## config.mk

```make
export PLATFORM = sky130hd
export DESIGN_NAME = link_keepalive_supervisor_flat
export DESIGN_NICKNAME = d
export VERILOG_FILES = /design/src/hw/rtl/lks_pkg.sv /design/src/hw/rtl/lks_ifs.sv /design/src/hw/rtl/link_keepalive_supervisor.sv /design/src/hw/rtl/lks_cfg_regs.sv /design/src/hw/rtl/lks_burst.sv /design/src/flat_wrapper.sv
export SDC_FILE = /design/constraint.sdc
export NUM_CORES = 1
export LEC_CHECK = 0
export ABC_AREA = 1
export CAP_MARGIN = 20
export CORE_ASPECT_RATIO = 0.75
export CORE_MARGIN = 4
export CORE_UTILIZATION = 62
export DETAILED_ROUTE_END_ITERATION = 7
export DONT_BUFFER_PORTS = 1
export PLACE_DENSITY = 0.84
export SYNTH_ARGS = -nofsm -noshare
export SYNTH_HDL_FRONTEND = slang
export SYNTH_SLANG_ARGS = --single-unit
export TNS_END_PERCENT = 1
```

## constraint.sdc

```tcl
create_clock -name clk -period 5.6 [get_ports clk]
set_input_delay 0.28 -clock clk [delete_from_list [all_inputs] [get_ports clk]]
set_output_delay 0.28 -clock clk [all_outputs]
set_load 0.005 [all_outputs]
```

## src/hw/rtl/lks_pkg.sv

```systemverilog
// ----------------------------------------------------------------------------
// lks_pkg
// Shared types and constants of the link keepalive supervisor.
// ----------------------------------------------------------------------------
`default_nettype none

package lks_pkg;

  // Event opcodes
  typedef enum logic [1:0] {
    OP_TICK  = 2'd0,
    OP_MSG   = 2'd1,
    OP_EVENT = 2'd2,
    OP_CLEAR = 2'd3
  } op_e;

  // Message kinds carried by arrivals
  typedef enum logic [1:0] {
    KIND_OTHER  = 2'd0,
    KIND_BEGIN  = 2'd1,
    KIND_CHUNK  = 2'd2,
    KIND_DONE   = 2'd3
  } kind_e;

  // Result actions
  typedef enum logic [2:0] {
    ACT_NONE        = 3'd0,
    ACT_PING        = 3'd1,
    ACT_MISSED      = 3'd2,
    ACT_DISCONNECT  = 3'd3,
    ACT_CHUNK_OK    = 3'd4,
    ACT_CHUNK_BAD   = 3'd5,
    ACT_EVT_OK      = 3'd6,
    ACT_EVT_REFUSED = 3'd7
  } action_e;

  // Register indexes (byte address = 4 * index)
  localparam int unsigned CFG_IDX_W = 2;
  localparam logic [CFG_IDX_W-1:0] CFG_CHUNK_TIMEOUT = 2'd0;
  localparam logic [CFG_IDX_W-1:0] CFG_ACK_TIMEOUT   = 2'd1;
  localparam logic [CFG_IDX_W-1:0] CFG_PING_INTERVAL = 2'd2;
  localparam logic [CFG_IDX_W-1:0] CFG_EVENT_WINDOW  = 2'd3;
  localparam int unsigned PADDR_W = CFG_IDX_W + 2;

  // Register reset values
  localparam logic [15:0] CHUNK_TIMEOUT_RST = 16'd3000;
  localparam logic [15:0] ACK_TIMEOUT_RST   = 16'd10000;
  localparam logic [15:0] PING_INTERVAL_RST = 16'd15000;
  localparam logic [15:0] EVENT_WINDOW_RST  = 16'd1000;

  // Burst history: default depth and reset stamp (1000 ms before time zero)
  localparam int unsigned BURST_SLOTS_DEF = 5;
  localparam logic [31:0] HISTORY_RST     = 32'hFFFF_FC18;

  // Configuration register set
  typedef struct packed {
    logic [15:0] chunk_timeout_ms;
    logic [15:0] ack_timeout_ms;
    logic [15:0] ping_interval_ms;
    logic [15:0] event_window_ms;
  } cfg_t;

endpackage

`default_nettype wire

```

## src/hw/rtl/lks_ifs.sv

```systemverilog
// ----------------------------------------------------------------------------
// lks_ifs
// Valid/ready channels of the supervisor: event words in, result words out.
// ----------------------------------------------------------------------------
`default_nettype none

interface lks_evt_if;
  logic        valid;
  logic        ready;
  logic [1:0]  op;
  logic [31:0] now_ms;
  logic [1:0]  msg_kind;
  logic        crc_ok;
  logic [15:0] next_chunk;

  modport source (output valid, op, now_ms, msg_kind, crc_ok, next_chunk,
                  input ready);
  modport sink   (input valid, op, now_ms, msg_kind, crc_ok, next_chunk,
                  output ready);
endinterface

interface lks_rsp_if;
  logic        valid;
  logic        ready;
  logic [2:0]  action;
  logic [15:0] missed_index;

  modport source (output valid, action, missed_index, input ready);
  modport sink   (input valid, action, missed_index, output ready);
endinterface

`default_nettype wire

```

## src/hw/rtl/link_keepalive_supervisor.sv

```systemverilog
// ----------------------------------------------------------------------------
// link_keepalive_supervisor
// Keepalive, firmware-update chunk and event-rate supervisor for one link.
// ----------------------------------------------------------------------------
// Each event word yields exactly one result word. Words flow through an input
// register and a result register with combinational decision logic between
// them, so the block takes one word per clock while the result side does not
// hold it back. A result word is presented from the result register once its
// event has left the input register; the only stall is back-pressure from the
// result side. Timers compare wrapping 32-bit gaps (now_ms minus the stored
// time) strictly against the 16-bit registers. Write registers over APB only
// while no event is in flight.
`default_nettype none

module link_keepalive_supervisor
  import lks_pkg::*;
#(
  parameter int unsigned BURST_SLOTS = BURST_SLOTS_DEF
) (
  input  wire logic               clk,
  input  wire logic               rst,
  lks_evt_if.sink                 evt,
  lks_rsp_if.source               rsp,
  input  wire logic               psel,
  input  wire logic               penable,
  input  wire logic               pwrite,
  input  wire logic [PADDR_W-1:0] paddr,
  input  wire logic [31:0]        pwdata,
  output logic      [31:0]        prdata,
  output logic                    pready
);

  cfg_t cfg;

  // Input register
  logic        in_valid;
  logic [1:0]  in_op;
  logic [31:0] in_now;
  logic [1:0]  in_kind;
  logic        in_crc_ok;
  logic [15:0] in_next_chunk;

  // Supervisor state
  logic        ping_pending, ping_pending_next;
  logic        update_mode, update_mode_next;
  logic [31:0] last_message_time, last_message_time_next;
  logic [31:0] last_chunk_time, last_chunk_time_next;
  logic [15:0] chunk_position, chunk_position_next;

  // Result register
  logic        rsp_valid;
  logic [2:0]  rsp_action, rsp_action_next;
  logic [15:0] rsp_index, rsp_index_next;

  logic        out_free;
  logic        fire;
  logic        evt_take;
  logic        burst_req;
  logic        too_soon;
  logic [31:0] gap_msg;
  logic [31:0] gap_chunk;

  lks_cfg_regs u_cfg (
    .clk     (clk),
    .rst     (rst),
    .psel    (psel),
    .penable (penable),
    .pwrite  (pwrite),
    .paddr   (paddr),
    .pwdata  (pwdata),
    .prdata  (prdata),
    .pready  (pready),
    .cfg     (cfg)
  );

  // Handshake: a word moves on when the result slot is free or draining
  assign out_free  = ~rsp_valid | rsp.ready;
  assign fire      = in_valid & out_free;
  assign evt.ready = ~in_valid | fire;
  assign evt_take  = evt.valid & evt.ready;

  always_ff @(posedge clk) begin
    if (rst) begin
      in_valid <= 1'b0;
    end else if (evt.ready) begin
      in_valid <= evt.valid;
    end
  end

  always_ff @(posedge clk) begin
    if (evt_take) begin
      in_op         <= evt.op;
      in_now        <= evt.now_ms;
      in_kind       <= evt.msg_kind;
      in_crc_ok     <= evt.crc_ok;
      in_next_chunk <= evt.next_chunk;
    end
  end

  // Burst history
  assign burst_req = fire & (in_op == OP_EVENT) & ~update_mode;

  lks_burst #(
    .BURST_SLOTS (BURST_SLOTS)
  ) u_burst (
    .clk       (clk),
    .rst       (rst),
    .req       (burst_req),
    .now_ms    (in_now),
    .window_ms (cfg.event_window_ms),
    .too_soon  (too_soon)
  );

  assign gap_msg   = in_now - last_message_time;
  assign gap_chunk = in_now - last_chunk_time;

  // Decision logic
  always_comb begin
    ping_pending_next      = ping_pending;
    update_mode_next       = update_mode;
    last_message_time_next = last_message_time;
    last_chunk_time_next   = last_chunk_time;
    chunk_position_next    = chunk_position;
    rsp_action_next        = ACT_NONE;
    rsp_index_next         = 16'd0;

    case (in_op)
      OP_TICK: begin
        if (update_mode) begin
          if (gap_chunk > {16'd0, cfg.chunk_timeout_ms}) begin
            rsp_action_next      = ACT_MISSED;
            rsp_index_next       = chunk_position;
            last_chunk_time_next = in_now;
          end
        end else if (ping_pending) begin
          if (gap_msg > {16'd0, cfg.ack_timeout_ms}) begin
            rsp_action_next        = ACT_DISCONNECT;
            ping_pending_next      = 1'b0;
            last_message_time_next = in_now;
          end
        end else if (gap_msg > {16'd0, cfg.ping_interval_ms}) begin
          rsp_action_next        = ACT_PING;
          ping_pending_next      = 1'b1;
          last_message_time_next = in_now;
        end
      end
      OP_MSG: begin
        last_message_time_next = in_now;
        ping_pending_next      = 1'b0;
        case (in_kind)
          KIND_BEGIN: begin
            last_chunk_time_next = in_now;
            chunk_position_next  = 16'd0;
            update_mode_next     = 1'b1;
          end
          KIND_CHUNK: begin
            last_chunk_time_next = in_now;
            if (!in_crc_ok) begin
              rsp_action_next = ACT_CHUNK_BAD;
            end else begin
              if (in_next_chunk > chunk_position) begin
                rsp_action_next = ACT_CHUNK_OK;
              end else begin
                rsp_action_next = ACT_MISSED;
                rsp_index_next  = in_next_chunk;
              end
              chunk_position_next = in_next_chunk;
            end
          end
          KIND_DONE: begin
            update_mode_next = 1'b0;
          end
          default: ;
        endcase
      end
      OP_EVENT: begin
        if (update_mode || too_soon) begin
          rsp_action_next = ACT_EVT_REFUSED;
        end else begin
          rsp_action_next = ACT_EVT_OK;
        end
      end
      default: begin
        update_mode_next = 1'b0;
      end
    endcase
  end

  // State update
  always_ff @(posedge clk) begin
    if (rst) begin
      ping_pending      <= 1'b0;
      update_mode       <= 1'b0;
      last_message_time <= 32'd0;
      last_chunk_time   <= 32'd0;
      chunk_position    <= 16'd0;
    end else if (fire) begin
      ping_pending      <= ping_pending_next;
      update_mode       <= update_mode_next;
      last_message_time <= last_message_time_next;
      last_chunk_time   <= last_chunk_time_next;
      chunk_position    <= chunk_position_next;
    end
  end

  // Result register
  always_ff @(posedge clk) begin
    if (rst) begin
      rsp_valid <= 1'b0;
    end else if (out_free) begin
      rsp_valid <= in_valid;
    end
  end

  always_ff @(posedge clk) begin
    if (fire) begin
      rsp_action <= rsp_action_next;
      rsp_index  <= rsp_index_next;
    end
  end

  assign rsp.valid        = rsp_valid;
  assign rsp.action       = rsp_action;
  assign rsp.missed_index = rsp_index;

endmodule

`default_nettype wire

```

## src/hw/rtl/lks_cfg_regs.sv

```systemverilog
// ----------------------------------------------------------------------------
// lks_cfg_regs
// APB register file holding the four 16-bit timing registers.
// ----------------------------------------------------------------------------
`default_nettype none

module lks_cfg_regs
  import lks_pkg::*;
(
  input  wire logic               clk,
  input  wire logic               rst,
  input  wire logic               psel,
  input  wire logic               penable,
  input  wire logic               pwrite,
  input  wire logic [PADDR_W-1:0] paddr,
  input  wire logic [31:0]        pwdata,
  output logic      [31:0]        prdata,
  output logic                    pready,
  output cfg_t                    cfg
);

  logic                 wr_en;
  logic [CFG_IDX_W-1:0] idx;

  assign pready = 1'b1;
  assign wr_en  = psel & penable & pwrite;
  assign idx    = paddr[PADDR_W-1:2];

  // Register writes
  always_ff @(posedge clk) begin
    if (rst) begin
      cfg.chunk_timeout_ms <= CHUNK_TIMEOUT_RST;
      cfg.ack_timeout_ms   <= ACK_TIMEOUT_RST;
      cfg.ping_interval_ms <= PING_INTERVAL_RST;
      cfg.event_window_ms  <= EVENT_WINDOW_RST;
    end else if (wr_en) begin
      case (idx)
        CFG_CHUNK_TIMEOUT: cfg.chunk_timeout_ms <= pwdata[15:0];
        CFG_ACK_TIMEOUT:   cfg.ack_timeout_ms   <= pwdata[15:0];
        CFG_PING_INTERVAL: cfg.ping_interval_ms <= pwdata[15:0];
        CFG_EVENT_WINDOW:  cfg.event_window_ms  <= pwdata[15:0];
        default: ;
      endcase
    end
  end

  // Read mux
  always_comb begin
    case (idx)
      CFG_CHUNK_TIMEOUT: prdata = {16'd0, cfg.chunk_timeout_ms};
      CFG_ACK_TIMEOUT:   prdata = {16'd0, cfg.ack_timeout_ms};
      CFG_PING_INTERVAL: prdata = {16'd0, cfg.ping_interval_ms};
      CFG_EVENT_WINDOW:  prdata = {16'd0, cfg.event_window_ms};
      default:           prdata = 32'd0;
    endcase
  end

endmodule

`default_nettype wire

```

## src/hw/rtl/lks_burst.sv

```systemverilog
// ----------------------------------------------------------------------------
// lks_burst
// Ring of recent event-request times; flags a request that completes a full
// burst inside the event window.
// ----------------------------------------------------------------------------
`default_nettype none

module lks_burst
  import lks_pkg::*;
#(
  parameter int unsigned BURST_SLOTS = BURST_SLOTS_DEF
) (
  input  wire logic        clk,
  input  wire logic        rst,
  input  wire logic        req,
  input  wire logic [31:0] now_ms,
  input  wire logic [15:0] window_ms,
  output logic             too_soon
);

  localparam int unsigned SLOT_W = $clog2(BURST_SLOTS);
  localparam logic [SLOT_W-1:0] SLOT_LAST = SLOT_W'(BURST_SLOTS - 1);

  logic [31:0]       history [BURST_SLOTS];
  logic [SLOT_W-1:0] slot;
  logic [SLOT_W-1:0] slot_next;
  logic [31:0]       age;

  // Write pointer advance with wrap
  assign slot_next = (slot == SLOT_LAST) ? '0 : slot + 1'b1;

  // The slot after the one written now holds the oldest stamp that this write keeps
  assign age      = now_ms - history[slot_next];
  assign too_soon = age < {16'd0, window_ms};

  always_ff @(posedge clk) begin
    if (rst) begin
      slot <= '0;
      for (int i = 0; i < BURST_SLOTS; i++) begin
        history[i] <= HISTORY_RST;
      end
    end else if (req) begin
      history[slot] <= now_ms;
      slot          <= slot_next;
    end
  end

endmodule

`default_nettype wire
```

## src/flat_wrapper.sv

```systemverilog
// flat-port wrapper written by rule: the top's interface ports become plain ports
module link_keepalive_supervisor_flat import lks_pkg::*;
#(
  parameter int unsigned BURST_SLOTS = BURST_SLOTS_DEF
)
  (clk, rst, psel, penable, pwrite, paddr, pwdata, prdata, pready, evt_valid, evt_op, evt_now_ms, evt_msg_kind, evt_crc_ok, evt_next_chunk, evt_ready, rsp_valid, rsp_action, rsp_missed_index, rsp_ready);
  lks_evt_if evt_i ();
  lks_rsp_if rsp_i ();
  input  wire logic clk;
  input  wire logic rst;
  input  wire logic psel;
  input  wire logic penable;
  input  wire logic pwrite;
  input  wire logic [PADDR_W-1:0] paddr;
  input  wire logic [31:0] pwdata;
  output logic      [31:0] prdata;
  output logic pready;
  input wire logic [$bits(evt_i.valid)-1:0] evt_valid;
  input wire logic [$bits(evt_i.op)-1:0] evt_op;
  input wire logic [$bits(evt_i.now_ms)-1:0] evt_now_ms;
  input wire logic [$bits(evt_i.msg_kind)-1:0] evt_msg_kind;
  input wire logic [$bits(evt_i.crc_ok)-1:0] evt_crc_ok;
  input wire logic [$bits(evt_i.next_chunk)-1:0] evt_next_chunk;
  output wire logic [$bits(evt_i.ready)-1:0] evt_ready;
  output wire logic [$bits(rsp_i.valid)-1:0] rsp_valid;
  output wire logic [$bits(rsp_i.action)-1:0] rsp_action;
  output wire logic [$bits(rsp_i.missed_index)-1:0] rsp_missed_index;
  input wire logic [$bits(rsp_i.ready)-1:0] rsp_ready;
  assign evt_i.valid = evt_valid;
  assign evt_i.op = evt_op;
  assign evt_i.now_ms = evt_now_ms;
  assign evt_i.msg_kind = evt_msg_kind;
  assign evt_i.crc_ok = evt_crc_ok;
  assign evt_i.next_chunk = evt_next_chunk;
  assign evt_ready = evt_i.ready;
  assign rsp_valid = rsp_i.valid;
  assign rsp_action = rsp_i.action;
  assign rsp_missed_index = rsp_i.missed_index;
  assign rsp_i.ready = rsp_ready;
  link_keepalive_supervisor #(.BURST_SLOTS(BURST_SLOTS)) u_core (.clk(clk), .rst(rst), .evt(evt_i), .rsp(rsp_i), .psel(psel), .penable(penable), .pwrite(pwrite), .paddr(paddr), .pwdata(pwdata), .prdata(prdata), .pready(pready));
endmodule
```

# After elaboration in Yosys (flattened, before gate mapping)
# Memories as Yosys holds them, arrays and structs flattened.
# Index checks and enable logic that the tools add are counted.
[totals] elab_cells=119 memories=1 ff_bits=223 ramBits=160 in_bits=96 out_inout_bits=54
[memory_table] name="u_core.u_burst.history" words=5 width=32 read_ports=1 rd_clocked_by_memory_dff=0 wr=5 line_no="lks_burst.sv:24" rtl="logic [31:0] history [BURST_SLOTS];"
[classes] bitwise_logic=12 n_mux=44 addsub=4 eq_ne=17 n_lt_le_gt_ge=5 reduce_logical=17
[op_table] cell="$mux W32" n=8
[op_table] cell="$pmux W32 S2" n=2
[op_table] cell="$pmux W32 S4" n=1
[op_table] cell="$gt A32 B16 Y1" n=3
[op_table] cell="$mux W16" n=6
[op_table] cell="$sub A32 B32 Y32" n=3
[op_table] cell="$pmux W16 S2" n=2
[op_table] cell="$lt A32 B16 Y1" n=1
[op_table] cell="$reduce_or A32 Y1" n=1
[op_table] cell="$mux W3" n=7
[op_table] cell="$gt A16 B16 Y1" n=1
[op_table] cell="$mux W1" n=12
[op_table] cell="$eq A2 B2 Y1 const B" n=5
[op_table] cell="$reduce_and A5 Y1" n=2
[op_table] cell="$pmux W3 S3" n=1
[op_table] cell="$reduce_and A2 Y1" n=4
[op_table] cell="$and A1 B1 Y1" n=6
[op_table] cell="$eq A2 B1 Y1 const B" n=3
[op_table] cell="$ne A2 B1 Y1 const B" n=3
[op_table] cell="$ne A3 B3 Y1 const B" n=2
[op_table] cell="$pmux W1 S2" n=3
[op_table] cell="$reduce_and A3 Y1" n=2
[op_table] cell="$logic_not A2 Y1" n=2
[op_table] cell="$mux W2" n=2
[op_table] cell="other kinds (10)" n=17

# Depth between registers and ports, before layout
[logic_depth] word_depth=10 ltp_mapped=31 depth_no_buf=29

# Cells and area by module
# From an unflattened synthesis, not the netlist that was laid out.
[unflattened] hier_cells=3832 hier_area_um2=29059.1
[by_module_without_submodules] module="lks_burst" seq_area_each_um2=7747.4 cells_per_inst=1561 instances=1 area_each_um2=13756.9
[by_module_without_submodules] module="link_keepalive_supervisor" seq_area_each_um2=3843.7 cells_per_inst=1817 instances=1 area_each_um2=12240.5
[by_module_without_submodules] module="lks_cfg_regs" seq_area_each_um2=1281.2 cells_per_inst=454 instances=1 area_each_um2=3061.7

# Worst setup path before layout
# OpenSTA, ideal clock, no wires.
[synth_timing] kind="register to register" start="register u_core.u_burst.slot[0]" end="register u_core.rsp_action[0], in the netlist u_core.rsp.action[0], data pin" path_slack_ns=0.970 t_arrival_ns=4.372 path_stages_with_launch=28 n_path_buf=4 setup_ns=0.259 synth_period_minus_slack_ns=4.630 required_ns=5.341 path_cell_list="dfxtp_1 > inv_1 > clkbuf_1 > ha_1 > nand2_1 > nand2_1 > clkbuf_1 > clkbuf_1 > clkbuf_1 > nand2_1 > a221oi_1 > a21oi_1 > ha_1 > nand2_1 > o21ai_0 > inv_1 > o21ai_0 > nand3_1 > nand2_1 > xor2_1 > ha_1 > nand4_1 > o221ai_1 > a21oi_1 > nand4_1 > nand2_1 > nand2_1 > nand3_1"
[synth_via] elab_chain_len=8 elab_cells_between_ends=9 classes_between="add/sub: 2; order compare: 1; eq/ne: 1; mux: 3; reduce/logical: 1; memory: 1"
[synth_rtl] element="start: declaration" line_no="lks_burst.sv:25" rtl="logic [SLOT_W-1:0] slot;"
[synth_rtl] element="start signal: assignment" line_no="lks_burst.sv:44" rtl="slot <= slot_next;"
[synth_rtl] element="$add A3 B1 Y3 or $eq A3 B3 Y1 (tied branches)" line_no="lks_burst.sv:30" rtl="assign slot_next = (slot == SLOT_LAST) ? '0 : slot + 1'b1;"
[synth_rtl] element="$mux W3 *" line_no="lks_burst.sv:30"
[synth_rtl] element="$mem_v2 Z5 W32 *"
[synth_rtl] element="$sub A32 B32 Y32 *" line_no="lks_burst.sv:33" rtl="assign age = now_ms - history[slot_next];"
[synth_rtl] element="$lt A32 B16 Y1 *" line_no="lks_burst.sv:34" rtl="assign too_soon = age < {16'd0, window_ms};"
[synth_rtl] element="$logic_or A1 B1 Y1 *" line_no="link_keepalive_supervisor.sv:177" rtl="if (update_mode || too_soon) begin"
[synth_rtl] element="$mux W1 *" line_no="link_keepalive_supervisor.sv:177"
[synth_rtl] element="$pmux W3 S3 *" line_no="link_keepalive_supervisor.sv:127" rtl="case (in_op)"
[synth_rtl] element="via u_core.rsp_action_next[0]" line_no="link_keepalive_supervisor.sv:52" rtl="logic [2:0] rsp_action, rsp_action_next;"
[synth_rtl] element="end signal: assignment" line_no="link_keepalive_supervisor.sv:217" rtl="rsp_action <= rsp_action_next;"
[synth_rtl] element="end: declaration" line_no="link_keepalive_supervisor.sv:52"
# The timed path passes the listed nets; every way through them passes the cells marked *.
# A chain may end at the register's enable or synchronous reset.

# Final worst setup path
[layout_timing] start="register u_core.u_burst.slot[1]" end="register u_core.rsp_action[0], in the netlist u_core.rsp.action[0], data pin"
# Same word-level chain as after synthesis.

==> key figures <==
Worst hold path
  – Hold path endpoint: u_core.last_chunk_time[13]
  – Hold_sp: rst
  – Hold-critical path depth: 3
  – Hold WC Path Type: in -> reg

Critical path
  – Top cell by count, worst path: nand2_1
  – Critical path's top delay family: simple AND/OR/NAND/NOR gates
  – Worst Setup End Kind: flip-flop
  – CP Max Fanout: 19
  – Worst reg2reg setup slack: between 0.2 and 0.3 ns
  – Worst EP arrival: 5.79 ns
  – Number of buffers and inverters on the critical path: 4
  – Slowest Stage Delay on Critical Path: ~0.36 ns
  – CP Class: reg -> reg
  – Critical Path Start Type: flip-flop
  – Crit path depth: 26
  – R2r startpoint: u_core.u_burst.slot[1]
  – WP data required: 6.07 ns
  – Slowest-stage cell, CP: o21ai_0
  – R2R Path End: u_core.rsp.action[0]
  – R2r worst-path depth: 26

Floorplanning
  – Die W: 253 um
  – Die area: 48500 um^2
  – Die height: 192 um
  – Row count: 67
  – Initial Utilization: between 60 and 70%
  – I/O pins: 150
  – Core area: 44600 um^2

Logic synthesis
  – EDFF count, synth: 328
  – Seq/Total Area, Yosys: 46.1%
  – Async SR Flop Fraction: 0%
  – Top cells by area, synth: edfxtp_1 35%, dfxtp_1 11%, nand2_1 10%
  – Syn Inst Count: between 3000 and 4000
  – Flops & latches, synth: ~480
  – Most common flop cell mapped by yosys: edfxtp_1
  – Synth Warn #: 0
  – Synth top area share: a little over a third
  – Yosys cell types: 50
  – Average size of a mapped cell: 8.15 um^2
  – Mapped Area: 27900 um^2
  – Synth area leader: edfxtp_1

Timing
  – Final Max Slew Viols: 0
  – RSZ-0062 raised after global routing: no
  – Tmin final: 5.32 ns
  – Final period util: a little over nine tenths
  – # setup viols final: 0
  – Max Fclk: 188 MHz
  – Rel. slew slack: about 28%
  – Final Hold Violating Endpoints: 0
  – Setup TNS: 0 ns
  – WHS: 0.0639 ns
  – Slew @ Worst Pin: approximately 1.1 ns
  – Setup Skew: 0.0252 ns

Global route
  – Global-route wire length before repair: 131000 um
  – GRT Util Overall: 34.6%
  – Antenna violations before repair: 0
  – Congestion Overflow GR: 0
  – Largest net degree at the start of global routing: 94
  – Vias in the first global route: 22700

Detailed routing
  – Remaining DRCs: 0
  – Routed WL: between 80000 and 90000 um
  – Vias: ~25000
  – DRT Pass-1 Iters: 6
  – Final ANT Viol Nets: 0
  – WL/cell: 20.9 um
  – Starting DRT DRC Count: 3523
  – Vias per cell: between 6 and 7

Pwr
  – P_leak: 12.2 nW
  – PD cells: 287 nW/um^2
  – Peak VDD IR: 0.000347 V

Place
  – HPWL after detailed placement: 60200 um
  – RePlAce Congestion: ~0.99
  – Port Buf Inserts: 0

Final layout
  – Fillcell total: 3456
  – Multi-input gate area: 12900 um^2
  – Area growth syn-to-layout: 10.3%
  – Share of cells above drive strength 1: 6.18%
  – FF+latch area: 12900 um^2
  – N_diodes: 0
  – Final net count: roughly 3700

Clock network
  – Num CTS Buffers: 47
  – Clock transition at path regs: 0.06 ns
  – CTS tree: yes
  – CTS sink cnt: 479
  – Max H-tree Level: 2
  – Root Buffer: clkbuf_16
  – Clock latency on the worst-skew pair: 0.61 ns
  – Clock Tree Buf Depth: 3

Run status
  – Status: completed

Flow run
  – Max-cap violations: 0
==> timing repair <==
action	4_1_cts	5_1_grt
endpoints found under the setup margin	0	1
hold endpoints to repair	137	0
gates resized for setup	0	4
setup buffers	0	0
hold buffers	72	0
==> cell families (layout without fill, tap and decap cells) <==
kind of cell,count (synthesis),in the layout,share of synthesized area [%]
AND/OR/NAND/NOR,1473,1473,22.1
AO/OA/AOI/OAI,670,670,13.8
buffers and inverters,564,635,8.00
flip-flops,479,479,46.1
adder cells (fa/ha/maj),180,180,8.15
XOR/XNOR,57,57,1.79
other,2,17,0.0269
==> report_power, final <==
group | switching [W] | internal, W
Combinational | 0.00111 | 0.000559
Sequential | 0.0000806 | 0.00385
Clock | 0.00144 | 0.00179
Total | 0.00263 | 0.00620
==> sequential cells by signal, indices dropped and copies added, names as in the netlist, 16 cells and up <==
signal and cells:
u_core.u_cfg.cfg 64, u_core.rsp.missed_index 16, u_core.in_next_chunk 16, u_core.last_message_time 32, u_core.chunk_position 16, u_core.u_burst.history 256
u_core.last_chunk_time 32, u_core.in_now 32
==> metrics by stage <==
step / instances / instance area [um^2] / setup slack [ns] / power (W) / utilization, %
3_5_place_dp: 3937 / 28500 / 0.450 / 0.00555 / 63.9
6_report: 4097 / 30800 / 0.282 / 0.00883 / 69.0
2_1_floorplan: 3440 / 28000 / 0.970 / 0.00509 / -
5_1_grt: 4097 / 30800 / 0.0261 / 0.00916 / 69.0
4_1_cts: 4097 / 30800 / 0.419 / 0.00878 / 69.0
3_3_place_gp: 3937 / 28500 / 0.524 / 0.00552 / 63.9
==> worst reg2reg max path: cells and delay by family (launching register included) <==
kind                     cells  cell delay [ns]
AND/OR/NAND/NOR             11             1.55
buffers and inverters        4             0.92
XOR/XNOR                     1             0.15
AO/OA/AOI/OAI                7             1.54
flip-flops                   1             0.35
adder cells (fa/ha/maj)      3             0.66
==> layer usage <==
metal  track usage, %  vias up  part of all wire [%]  wire length (um)
li1                 -    11600                     -                 -
met1             52.1    11400                    42             36400
met2             49.5     1591                    42             35600
met3             7.81      223                    13             11000
met4             11.1        0                   3.2              2770
met5                0        -                     0                 0
==> layout by cell type (no fill, tap or decap), drive strengths merged, types with 4 or more instances in the layout <==
cell type and count:
nand4 31, nor3 28, and2 10, a221oi 6, o31ai 29, clkbuf 54
a211oi 4, o211ai 80, o22ai 22, or2 53, inv 425, o21ai 205
o21a 9, ha 177, xor2 49, nand3 151, nand2 759, dfxtp 151
bufinv 5, a21oi 271, conb 17, clkinv 33, nor2 425, o311ai 26
a21o 7, nand3b 12, dlygate4sd3 72, xnor2 8, buf 45, edfxtp 328
==> cell usage after synthesis, types with 3 or more instances <==
master,number
o311ai_0,26
nand3_1,139
o211ai_1,80
buf_4,22
nand2_2,8
edfxtp_1,328
inv_2,6
buf_1,9
o21ai_0,204
nand2_1,751
nor2_1,413
nor3_1,26
clkinv_1,8
nand3b_1,12
buf_6,3
o21bai_1,3
and2_1,10
or2_2,52
ha_1,177
xnor2_1,8
o21a_1,9
a221oi_1,6
buf_2,9
nand4_1,31
nand3_2,11
dfxtp_1,151
nor2_2,12
a21o_1,7
a21oi_1,270
a211oi_1,4
o31ai_1,29
inv_1,416
o22ai_1,22
fa_1,3
xor2_1,49
clkbuf_1,91
==> cell type report <==
cell class | count | area share [%]
inverter | 430 | 5.25
multi-input combinational | 2397 | 41.9
clock buffer | 54 | 3.91
timing repair buffer | 117 | 3.64
sequential | 479 | 41.8
clock inverter | 34 | 1.09
tap | 586 | 2.38
==> worst max-delay path by stage <==
| stage | start | end | slack (ns) |
|---|---|---|---|
| after floorplan | u_core.u_burst.slot[0] | u_core.rsp.action[0] | 0.97 |
| after global placement | u_core.u_burst.slot[1] | u_core.rsp.action[0] | 0.52 |
| after detailed placement | u_core.u_burst.slot[1] | u_core.rsp.action[0] | 0.45 |
| after CTS | u_core.u_burst.slot[1] | u_core.rsp.action[0] | 0.42 |
| after global routing | u_core.u_burst.slot[1] | u_core.rsp.action[0] | 0.03 |
| final | u_core.u_burst.slot[1] | u_core.rsp.action[0] | 0.28 |
Note: power is estimated with default switching activity, not from simulation.
